===== config.mk =====
export PLATFORM = sky130hd
export DESIGN_NAME = light_sensor_average_brightness_core
export DESIGN_NICKNAME = d
export VERILOG_FILES = /design/src/hdl/lsab_pkg.sv /design/src/hdl/lsab_window.sv /design/src/hdl/lsab_divider.sv /design/src/hdl/light_sensor_average_brightness_core.sv
export SDC_FILE = /design/constraint.sdc
export NUM_CORES = 1
export LEC_CHECK = 0
export BUFFER_PORTS_ARGS = -buffer_cell sky130_fd_sc_hd__buf_2
export CAP_MARGIN = 5
export CORE_MARGIN = 4
export CORE_UTILIZATION = 40
export DETAILED_ROUTE_END_ITERATION = 12
export SYNTH_ARGS = -nofsm -noshare
export SYNTH_HDL_FRONTEND = slang
export SYNTH_SLANG_ARGS = --single-unit

===== constraint.sdc =====
create_clock -name clk -period 11.2 [get_ports clk]
set_clock_uncertainty 0.15 [all_clocks]
set_input_delay 2.24 -clock clk [delete_from_list [all_inputs] [get_ports clk]]
set_output_delay 2.24 -clock clk [all_outputs]
set_load 0.01 [all_outputs]

===== src/hdl/lsab_pkg.sv =====
// ----------------------------------------------------------------------------
// lsab_pkg
// Widths, constants and types of the average brightness core.
// ----------------------------------------------------------------------------
package lsab_pkg;

    localparam int SAMPLE_W   = 12;
    localparam int LIMIT_W    = 8;
    localparam int BRIGHT_W   = 8;
    localparam int CFG_ADDR_W = 8;
    localparam int CFG_DATA_W = 8;

    localparam int WINDOW     = 16;
    localparam int SLOT_W     = $clog2(WINDOW);
    localparam int SUM_W      = SAMPLE_W + $clog2(WINDOW);

    localparam logic [SLOT_W-1:0] SLOT_LAST = SLOT_W'(WINDOW - 1);
    localparam logic [SUM_W-1:0]  WIN_DIV   = SUM_W'(WINDOW);

    // limits are in sample units / 16
    localparam int LIMIT_SHIFT = 4;
    localparam int DIVD_W      = SAMPLE_W + LIMIT_SHIFT;
    localparam int CNT_W       = $clog2(DIVD_W);

    localparam logic [CFG_ADDR_W-1:0] REG_BRIGHT = CFG_ADDR_W'(0);
    localparam logic [CFG_ADDR_W-1:0] REG_DARK   = CFG_ADDR_W'(1);

    localparam logic [LIMIT_W-1:0] BRIGHT_RST = LIMIT_W'(80);
    localparam logic [LIMIT_W-1:0] DARK_RST   = LIMIT_W'(1);

    typedef enum logic [1:0] {
        ST_IDLE,
        ST_PREP,
        ST_DIV,
        ST_HOLD
    } state_t;

endpackage


===== src/hdl/lsab_window.sv =====
// ----------------------------------------------------------------------------
// lsab_window
// Ring of past samples with running sum and floored average.
// ----------------------------------------------------------------------------
module lsab_window (
    input  logic                          clk,
    input  logic                          rst_n,
    input  logic                          push,
    input  logic [lsab_pkg::SAMPLE_W-1:0] sample,
    output logic [lsab_pkg::SAMPLE_W-1:0] average
);
    import lsab_pkg::*;

    logic [SAMPLE_W-1:0] history_reg [WINDOW];
    logic [SLOT_W-1:0]   slot_reg;
    logic [SLOT_W-1:0]   slot_next;
    logic [SUM_W-1:0]    sum_reg;
    logic [SUM_W-1:0]    sum_next;
    logic [SUM_W-1:0]    avg_full;

    always_comb
    begin
        slot_next = (slot_reg == SLOT_LAST) ? '0 : slot_reg + 1'b1;
        sum_next  = sum_reg - SUM_W'(history_reg[slot_reg]) + SUM_W'(sample);
        avg_full  = sum_reg / WIN_DIV;
    end

    assign average = avg_full[SAMPLE_W-1:0];

    always_ff @(posedge clk or negedge rst_n)
    begin
        if (!rst_n)
        begin
            for (int i = 0; i < WINDOW; i++)
            begin
                history_reg[i] <= '0;
            end
            slot_reg <= '0;
            sum_reg  <= '0;
        end
        else if (push)
        begin
            history_reg[slot_reg] <= sample;
            slot_reg              <= slot_next;
            sum_reg               <= sum_next;
        end
    end

endmodule


===== src/hdl/lsab_divider.sv =====
// ----------------------------------------------------------------------------
// lsab_divider
// Bit-serial restoring divider, one quotient bit per cycle.
// ----------------------------------------------------------------------------
module lsab_divider (
    input  logic                        clk,
    input  logic                        rst_n,
    input  logic                        start,
    output logic                        done,
    input  logic [lsab_pkg::DIVD_W-1:0] dividend,
    input  logic [lsab_pkg::LIMIT_W-1:0] divisor,
    output logic [lsab_pkg::DIVD_W-1:0] quotient
);
    import lsab_pkg::*;

    logic                busy_reg;
    logic                done_reg;
    logic [CNT_W-1:0]    cnt_reg;
    logic [LIMIT_W-1:0]  rem_reg;
    logic [LIMIT_W-1:0]  rem_next;
    logic [DIVD_W-1:0]   quo_reg;
    logic [DIVD_W-1:0]   quo_next;
    logic [LIMIT_W-1:0]  dsr_reg;
    logic [LIMIT_W:0]    rem_shift;
    logic [LIMIT_W:0]    rem_diff;
    logic                fits;

    always_comb
    begin
        rem_shift = {rem_reg, quo_reg[DIVD_W-1]};
        rem_diff  = rem_shift - {1'b0, dsr_reg};
        fits      = (rem_shift >= {1'b0, dsr_reg});
        rem_next  = fits ? rem_diff[LIMIT_W-1:0] : rem_shift[LIMIT_W-1:0];
        quo_next  = {quo_reg[DIVD_W-2:0], fits};
    end

    assign quotient = quo_reg;
    assign done     = done_reg;

    always_ff @(posedge clk or negedge rst_n)
    begin
        if (!rst_n)
        begin
            busy_reg <= 1'b0;
            done_reg <= 1'b0;
            cnt_reg  <= '0;
        end
        else
        begin
            done_reg <= 1'b0;
            if (start)
            begin
                busy_reg <= 1'b1;
                cnt_reg  <= CNT_W'(DIVD_W - 1);
            end
            else if (busy_reg)
            begin
                if (cnt_reg == '0)
                begin
                    busy_reg <= 1'b0;
                    done_reg <= 1'b1;
                end
                else
                begin
                    cnt_reg <= cnt_reg - 1'b1;
                end
            end
        end
    end

    always_ff @(posedge clk)
    begin
        if (start)
        begin
            rem_reg <= '0;
            quo_reg <= dividend;
            dsr_reg <= divisor;
        end
        else if (busy_reg)
        begin
            rem_reg <= rem_next;
            quo_reg <= quo_next;
        end
    end

endmodule


===== src/hdl/light_sensor_average_brightness_core.sv =====
// ----------------------------------------------------------------------------
// light_sensor_average_brightness_core
// Moving average of light-sensor samples with linear brightness rescale.
//
//   channel  direction  handshake               payload
//   in       input      in_valid / in_ready     sample
//   out      output     out_valid / out_ready   average, brightness
//   cfg      input      cfg_valid / cfg_ready   cfg_index, cfg_data
//
// An item passes through acceptance, a setup state, the bit-serial divider
// (one quotient bit per cycle), taking of the quotient, and the hand-over
// to the output register; a new item is accepted only after that hand-over.
// Reset clears the sample ring and sum; limits return to 80 and 1.
// A finished result waits in the output register while the next item runs;
// a second finished result holds the core until the first is taken.
// ----------------------------------------------------------------------------
module light_sensor_average_brightness_core (
    input  logic                             clk,
    input  logic                             rst_n,
    input  logic                             in_valid,
    output logic                             in_ready,
    input  logic [lsab_pkg::SAMPLE_W-1:0]    sample,
    output logic                             out_valid,
    input  logic                             out_ready,
    output logic [lsab_pkg::SAMPLE_W-1:0]    average,
    output logic [lsab_pkg::BRIGHT_W-1:0]    brightness,
    input  logic                             cfg_valid,
    output logic                             cfg_ready,
    input  logic [lsab_pkg::CFG_ADDR_W-1:0]  cfg_index,
    input  logic [lsab_pkg::CFG_DATA_W-1:0]  cfg_data
);
    import lsab_pkg::*;

    state_t                state_reg;
    state_t                state_next;

    logic [LIMIT_W-1:0]    bright_reg;
    logic [LIMIT_W-1:0]    bright_next;
    logic [LIMIT_W-1:0]    dark_reg;
    logic [LIMIT_W-1:0]    dark_next;

    logic                  push;
    logic [SAMPLE_W-1:0]   avg;

    logic [SAMPLE_W:0]     diff;
    logic [SAMPLE_W-1:0]   diff_mag;
    logic [LIMIT_W:0]      span;
    logic [LIMIT_W-1:0]    span_mag;
    logic [DIVD_W-1:0]     dividend;

    logic                  neg_reg;
    logic                  zero_reg;

    logic                  div_start;
    logic                  div_done;
    logic [DIVD_W-1:0]     quotient;
    logic [BRIGHT_W-1:0]   bright_val;

    logic [SAMPLE_W-1:0]   res_avg_reg;
    logic [BRIGHT_W-1:0]   res_bright_reg;
    logic                  load_res;
    logic                  load_out;

    logic                  out_valid_reg;
    logic                  out_valid_next;
    logic [SAMPLE_W-1:0]   average_reg;
    logic [BRIGHT_W-1:0]   brightness_reg;

    assign push      = in_valid && in_ready;
    assign cfg_ready = 1'b1;

    lsab_window u_window (
        .clk     (clk),
        .rst_n   (rst_n),
        .push    (push),
        .sample  (sample),
        .average (avg)
    );

    // signed magnitudes of (avg - dark*16) and (bright - dark)
    always_comb
    begin
        diff     = {1'b0, avg} - {1'b0, dark_reg, {LIMIT_SHIFT{1'b0}}};
        diff_mag = diff[SAMPLE_W] ? SAMPLE_W'(-diff) : diff[SAMPLE_W-1:0];
        span     = {1'b0, bright_reg} - {1'b0, dark_reg};
        span_mag = span[LIMIT_W] ? LIMIT_W'(-span) : span[LIMIT_W-1:0];
        dividend = {diff_mag, {LIMIT_SHIFT{1'b0}}};
    end

    lsab_divider u_divider (
        .clk      (clk),
        .rst_n    (rst_n),
        .start    (div_start),
        .done     (div_done),
        .dividend (dividend),
        .divisor  (span_mag),
        .quotient (quotient)
    );

    always_comb
    begin
        if (neg_reg || zero_reg)
        begin
            bright_val = '0;
        end
        else if (|quotient[DIVD_W-1:BRIGHT_W])
        begin
            bright_val = '1;
        end
        else
        begin
            bright_val = quotient[BRIGHT_W-1:0];
        end
    end

    // control
    always_comb
    begin
        state_next = state_reg;
        in_ready   = 1'b0;
        div_start  = 1'b0;
        load_res   = 1'b0;
        load_out   = 1'b0;
        case (state_reg)
            ST_IDLE:
            begin
                in_ready = 1'b1;
                if (in_valid)
                begin
                    state_next = ST_PREP;
                end
            end
            ST_PREP:
            begin
                div_start  = 1'b1;
                state_next = ST_DIV;
            end
            ST_DIV:
            begin
                if (div_done)
                begin
                    load_res   = 1'b1;
                    state_next = ST_HOLD;
                end
            end
            ST_HOLD:
            begin
                if (!out_valid_reg || out_ready)
                begin
                    load_out   = 1'b1;
                    state_next = ST_IDLE;
                end
            end
            default:
            begin
                state_next = ST_IDLE;
            end
        endcase
    end

    always_comb
    begin
        bright_next = bright_reg;
        dark_next   = dark_reg;
        if (cfg_valid)
        begin
            case (cfg_index)
                REG_BRIGHT: bright_next = cfg_data[LIMIT_W-1:0];
                REG_DARK:   dark_next   = cfg_data[LIMIT_W-1:0];
                default:    ;
            endcase
        end
    end

    always_comb
    begin
        out_valid_next = out_valid_reg;
        if (load_out)
        begin
            out_valid_next = 1'b1;
        end
        else if (out_ready)
        begin
            out_valid_next = 1'b0;
        end
    end

    always_ff @(posedge clk or negedge rst_n)
    begin
        if (!rst_n)
        begin
            state_reg     <= ST_IDLE;
            bright_reg    <= BRIGHT_RST;
            dark_reg      <= DARK_RST;
            out_valid_reg <= 1'b0;
        end
        else
        begin
            state_reg     <= state_next;
            bright_reg    <= bright_next;
            dark_reg      <= dark_next;
            out_valid_reg <= out_valid_next;
        end
    end

    always_ff @(posedge clk)
    begin
        if (div_start)
        begin
            neg_reg     <= diff[SAMPLE_W] ^ span[LIMIT_W];
            zero_reg    <= (diff_mag == '0);
            res_avg_reg <= avg;
        end
        if (load_res)
        begin
            res_bright_reg <= bright_val;
        end
        if (load_out)
        begin
            average_reg    <= res_avg_reg;
            brightness_reg <= res_bright_reg;
        end
    end

    assign out_valid  = out_valid_reg;
    assign average    = average_reg;
    assign brightness = brightness_reg;

endmodule


==> results.cfg, run 1 <==
[clock_tree]
clk_latency_ns = 0.54
cts_setup_buffers = 0
clock_path_buffers = 3
root_buffer = clkbuf_16
cts_max_level = 2
ctsResizeCount = 0
tritoncts = built
cts_sinks = 311
clkTransAtPathRegs_ns = 0.06
hold_buffers = 0
cts_inserted_buffers = 36

[placement]
dp_slack_ns = 5.88
hpwl_mm = 21.3
place_inst = 1739
gp_congestion = 0.870
io_buffers = 54

[timing]
slew_headroom_pct = 26.9
layout_setup_ws_ns = 6.03
period_share_pct = 46.2
tightest_slew_ns = 1.10
tns_ns = 0
drv_slew = 0
fmax_mhz = 193
finalSetupViolCount = 0
period_needed_ns = 5.17
hold_violations = 0
grt_setup_unrepaired = false

[logic_synthesis]
ys_ff_latch = 311
synth_top_area_share_pct = 37.5
ys_async_sr_fraction_pct = 76.2
yosys-top-cells-area = dfrtp_1 (38%), mux2_2 (12%), edfxtp_1 (12%), mux4_2 (8.7%), ha_1 (4.1%)
synth_fp_nets = 1322
synth.most_common_cell = dfrtp_1
yosysSeqAreaShare_pct = 51.5
ys_types = 70
syn_avg_cell_area_um2 = 12.8
synth_flop_cell = dfrtp_1
syn_area_um2 = 15600
synth_edf_count = 62
ys_warn_count = 0
yosys.area.top_type = dfrtp_1
synth_cells = 1223
ys_top_cells_by_count = dfrtp_1 (234), mux2_2 (173), nand2_1 (87)

[floorplanning]
die_h_um = 206
die_w_um = 206
rows = 72
die-area_um2 = 42200
start_util_pct = 40.4
num_io_pins = 56
core_um2 = 38600

[drt]
route.detailed.wl_per_inst_um = 17.9
wl_mm = 32.4
ant_nets = 0
drc = 0
firstDrtPassIters = 5
routed_via_density = 5.26
drt_iter0_drc = 464
via_count = 9489

[power_and_ir_drop]
p_total_w = 0.00567
vdd_ir_drop_max_v = 0.000163
power.density_nw_per_um2 = 323
power_leakage_nw = 7.75

[finish]
syn_to_final_growth_pct = 12.5
antenna_cells = 0
final_layout_size_suffix_gt1_share_pct = 29.5
largest_reg_flops = 192
layout.cells.non_filler = 1804
final_core_util_pct = 45.5
num-nets-final = 1358

[critical_path]
r2r_setup_slack_ns = 6.03
crit_type = reg -> reg
path_cells = buf_4 > mux4_2 > mux4_2 > fa_1 > inv_1 > fa_1 > a21o_1 > a21o_1 > a21o_1 > a211o_1 > a31oi_1 > xor2_1 > o21ai_0
worstPathRequired_ns = 11.42
crit_top_cell = a21o_1
cp_num_buf_inv = 2
cp_slowest_cell = buf_4
crit_cells = 13
worst-r2r-cell-count = 13
arrival_ns = 5.39
cpPeakStageDelay_ns = 0.72
cp-start-kind = register
reg2reg_to = u_window.sum_reg[8]
timing.critical_path.max_delay_family = compound AO/OA/AOI/OAI gates
r2r-start = u_window.slot_reg[0]
path_max_fanout = 40
critical_path.endpoint_type = register

[flow_run]
maxCapViolations = 0

[worst_hold_path]
worstHoldPathType = reg -> reg
hp-start = res_bright_reg[0]
hold_depth = 0
min_to = brightness[0]

[grt]
grt_pass1_wl_mm = 52.9
antenna_found_initial = 0
grt_pass1_vias = 9831
grt_use_total_pct = 15.7
overflow = 0
grt_max_degree = 84

[outcome]
outcome = finished, final reports clean
-- per-stage QoR --
step                cell area [µm²]  hold WS, ns
floorplan                     15600        0.250
global placement              16400        0.253
detailed placement            16400        0.256
CTS                           17600        0.269
global route                  17600        0.274
finish                        17600        0.267
-- worst max path at each step --
stage | startpoint | endpoint
2_1_floorplan | sample[1] | u_window.sum_reg[8]
3_3_place_gp | sample[1] | u_window.sum_reg[8]
3_5_place_dp | sample[5] | u_window.sum_reg[15]
4_1_cts | u_window.slot_reg[0] | u_window.sum_reg[15]
5_1_grt | u_window.slot_reg[0] | u_window.sum_reg[15]
6_report | u_window.slot_reg[0] | u_window.sum_reg[8]
-- routing by layer --
| layer | global-route usage [%] | wire [µm] | part of all wire (%) |
|---|---|---|---|
| met5 | 0 | 0 | 0 |
| met4 | 5.33 | 880 | 2.7 |
| met3 | 2.47 | 1280 | 3.9 |
| met2 | 25.7 | 15100 | 47 |
| met1 | 21.5 | 15100 | 47 |
-- where the power goes --
part | total (W) | switching (W) | internal, W
combinational | 0.00261 | 0.00134 | 0.00126
clock | 0.00118 | 0.000466 | 0.000715
sequential | 0.00189 | 0.000267 | 0.00162
total | 0.00567 | 0.00207 | 0.00360
-- cell families after synthesis --
kind of cell,synth area share (%)
flip-flops,51.5
adder cells (fa/ha/maj),6.01
buffers and inverters,3.65
other,0.0240
XOR/XNOR,2.24
multiplexers,21.9
AND/OR/NAND/NOR,7.10
AO/OA/AOI/OAI,7.58
-- placed cells by master (no fill, tap or decap), types with 10 or more instances in the layout --
master,instances
buf_2,53
mux2i_1,12
a22o_1,10
mux2_2,173
a21oi_1,24
clkbuf_16,36
o21a_1,13
nand2b_1,11
xnor2_1,27
o21ai_0,75
xor2_1,11
inv_1,77
nor2_1,52
dfrtp_1,232
ha_1,50
nor3_1,10
a21o_1,15
nand2_1,87
nor2_2,12
edfxtp_1,62
fa_1,15
mux4_2,60
nand3_1,15
dfxtp_1,12
nor4_1,10
-- layout make-up --
cell class	instances	area (µm²)
fill	3485	21100
sequential	311	8040
multi-input combinational	770	7030
clock buffer	52	1030
tap	518	648
timing repair buffer	63	348
inverter	77	289
clock inverter	13	174
Power figures use the tool's default switching activity.
==> inputs of run 2 (changes only) <==
==> constraint.sdc (replaced) <==
create_clock -name clk -period 4.85 [get_ports clk]
set_clock_uncertainty 0.15 [all_clocks]
set_input_delay 0.97 -clock clk [delete_from_list [all_inputs] [get_ports clk]]
set_output_delay 0.97 -clock clk [all_outputs]
set_load 0.01 [all_outputs]
==> run 2 against run 1 <==
  * Cell count is 1.2% higher
  * Largest cell class unchanged
  * Power is 130% higher
  * Worst hold slack worse by 0.0082 ns
  * Highest routed layer unchanged
  * Critical path type unchanged
  * Largest power group unchanged
==> results.cfg, run 2 (synthesized netlist as in run 1, its figures left out) <==
[drt]
routed_via_density = 5.22
drc = 0
via_count = 9539
firstDrtPassIters = 5
wl_mm = 33.1
drt_iter0_drc = 464
route.detailed.wl_per_inst_um = 18.1
ant_nets = 0

[placement]
gp_congestion = 0.784
io_buffers = 54
place_inst = 1759
hpwl_mm = 22.5
dp_slack_ns = 0.269

[grt]
grt_pass1_vias = 9865
grt_pass1_wl_mm = 54.6
grt_max_degree = 119
overflow = 0
grt_use_total_pct = 16.3
antenna_found_initial = 0

[critical_path]
cp-start-kind = register
path_cells = buf_12 > mux4_2 > mux4_2 > fa_1 > inv_1 > ha_1 > or4_1 > o22ai_1 > o31ai_4 > mux2i_1 > nor4_1 > nand3_1
cp_slowest_cell = dfrtp_4
cpPeakStageDelay_ns = 0.56
crit_type = reg -> reg
path_max_fanout = 35
critical_path.endpoint_type = register
worstPathRequired_ns = 5.10
crit_top_cell = mux4_2
arrival_ns = 4.79

[finish]
final_core_util_pct = 45.9
layout.cells.non_filler = 1826
final_layout_size_suffix_gt1_share_pct = 29.7
antenna_cells = 0
largest_reg_flops = 192
num-nets-final = 1379
syn_to_final_growth_pct = 13.8
final_common_cell = dfrtp_1
final_cell_mix = dfrtp_1 (232), mux2_2 (173), nand2_1 (87)

[timing]
tns_ns = 0
finalSetupViolCount = 0
tightest_slew_ns = 1.04
hold_violations = 0
layout_setup_ws_ns = 0.315
fmax_mhz = 221
drv_slew = 0
grt_setup_unrepaired = false
period_needed_ns = 4.53
slew_headroom_pct = 30.9
period_share_pct = 93.5

[clock_tree]
tritoncts = built
root_buffer = clkbuf_16
cts_max_level = 2
cts_sinks = 311
clkTransAtPathRegs_ns = 0.06
cts_inserted_buffers = 37
clock_path_buffers = 3
clk_latency_ns = 0.54

[floorplanning]
start_util_pct = 40.4
core_um2 = 38600
die-area_um2 = 42200
num_io_pins = 56
die_h_um = 206
die_w_um = 206
rows = 72

[worst_hold_path]
worstHoldPathType = reg -> reg

[power_and_ir_drop]
power_leakage_nw = 7.87
power.density_nw_per_um2 = 746
vdd_ir_drop_max_v = 0.000369

[outcome]
outcome = finished, final reports clean

[flow_run]
maxCapViolations = 0
## run 2: cell types whose count changed in the layout (fill, tap and decap cells not counted), moves of 2 or more
cell | before | now
nor2_2 | 12 | 0
bufinv_16 | 3 | 1
buf_12 | 0 | 4
clkinv_1 | 3 | 0
nor2_1 | 52 | 64
clkbuf_1 | 9 | 14
buf_4 | 9 | 25
clkbuf_8 | 7 | 5
clkbuf_16 | 36 | 41
## run 2: power breakdown
part,internal [W],switching (W),total [W]
logic,0.00299,0.00309,0.00609
registers,0.00374,0.000658,0.00440
clock network,0.00168,0.00108,0.00275
## run 2: worst paths after layout
kind                                           start  slack [ns]                  endpoint  cells past startpoint
min in group asynchronous                      rst_n        0.33              state_reg[0]                      1
worst max register to register  u_window.slot_reg[0]        0.32      u_window.sum_reg[15]                     12
worst min register to register     res_bright_reg[6]        0.26             brightness[6]                      0
worst max-delay path            u_window.slot_reg[0]        0.32      u_window.sum_reg[15]                     12
worst min-delay path               res_bright_reg[6]        0.26             brightness[6]                      0
max in group asynchronous                      rst_n        3.24  u_window.history_reg[55]                      2
## run 2: area by class of cell
| type | count | area [µm²] |
|---|---|---|
| inverter | 77 | 289 |
| tap | 518 | 648 |
| multi-input combinational | 770 | 7010 |
| fill | 3477 | 20900 |
| clock buffer | 60 | 1150 |
| timing repair buffer | 83 | 548 |
| clock inverter | 7 | 70.1 |
| sequential | 311 | 8040 |
## run 2: through the flow
| step | hold slack (ns) | power [W] | cell area (µm²) |
|---|---|---|---|
| final | 0.259 | 0.0132 | 17800 |
| after global routing | 0.278 | 0.0143 | 17800 |
| after CTS | 0.261 | 0.0133 | 17700 |
| after detailed placement | 0.255 | 0.0105 | 16500 |
| after global placement | 0.253 | 0.0103 | 16500 |
| after floorplan | 0.250 | 0.00905 | 15600 |
## run 2: repair_timing
action                                  CTS  global route
endpoints found under the hold margin     0             0
endpoints found under the setup margin    0             1
hold buffers                              0             0
gates resized for setup                   0             1
setup buffers                             0             0
## run 2: worst max-delay path: cells and delay by family (launching register included)
| kind | cells | cell delay [ns] |
|---|---|---|
| AOI/OAI and AO/OA | 2 | 0.55 |
| DFF | 1 | 0.56 |
| buffers and inverters | 2 | 0.35 |
| and+or+nand+nor | 3 | 0.83 |
| adders and majority gates | 2 | 0.73 |
| muxes | 3 | 1.17 |
## run 2: layer usage
metal | vias to the layer above | GRT usage, % | wire length, µm
li1 | 4524 | - | -
met4 | 0 | 5.36 | 848
met2 | 153 | 26.4 | 15700
met1 | 4811 | 22.3 | 15300
met3 | 51 | 2.95 | 1340
met5 | - | 0 | 0
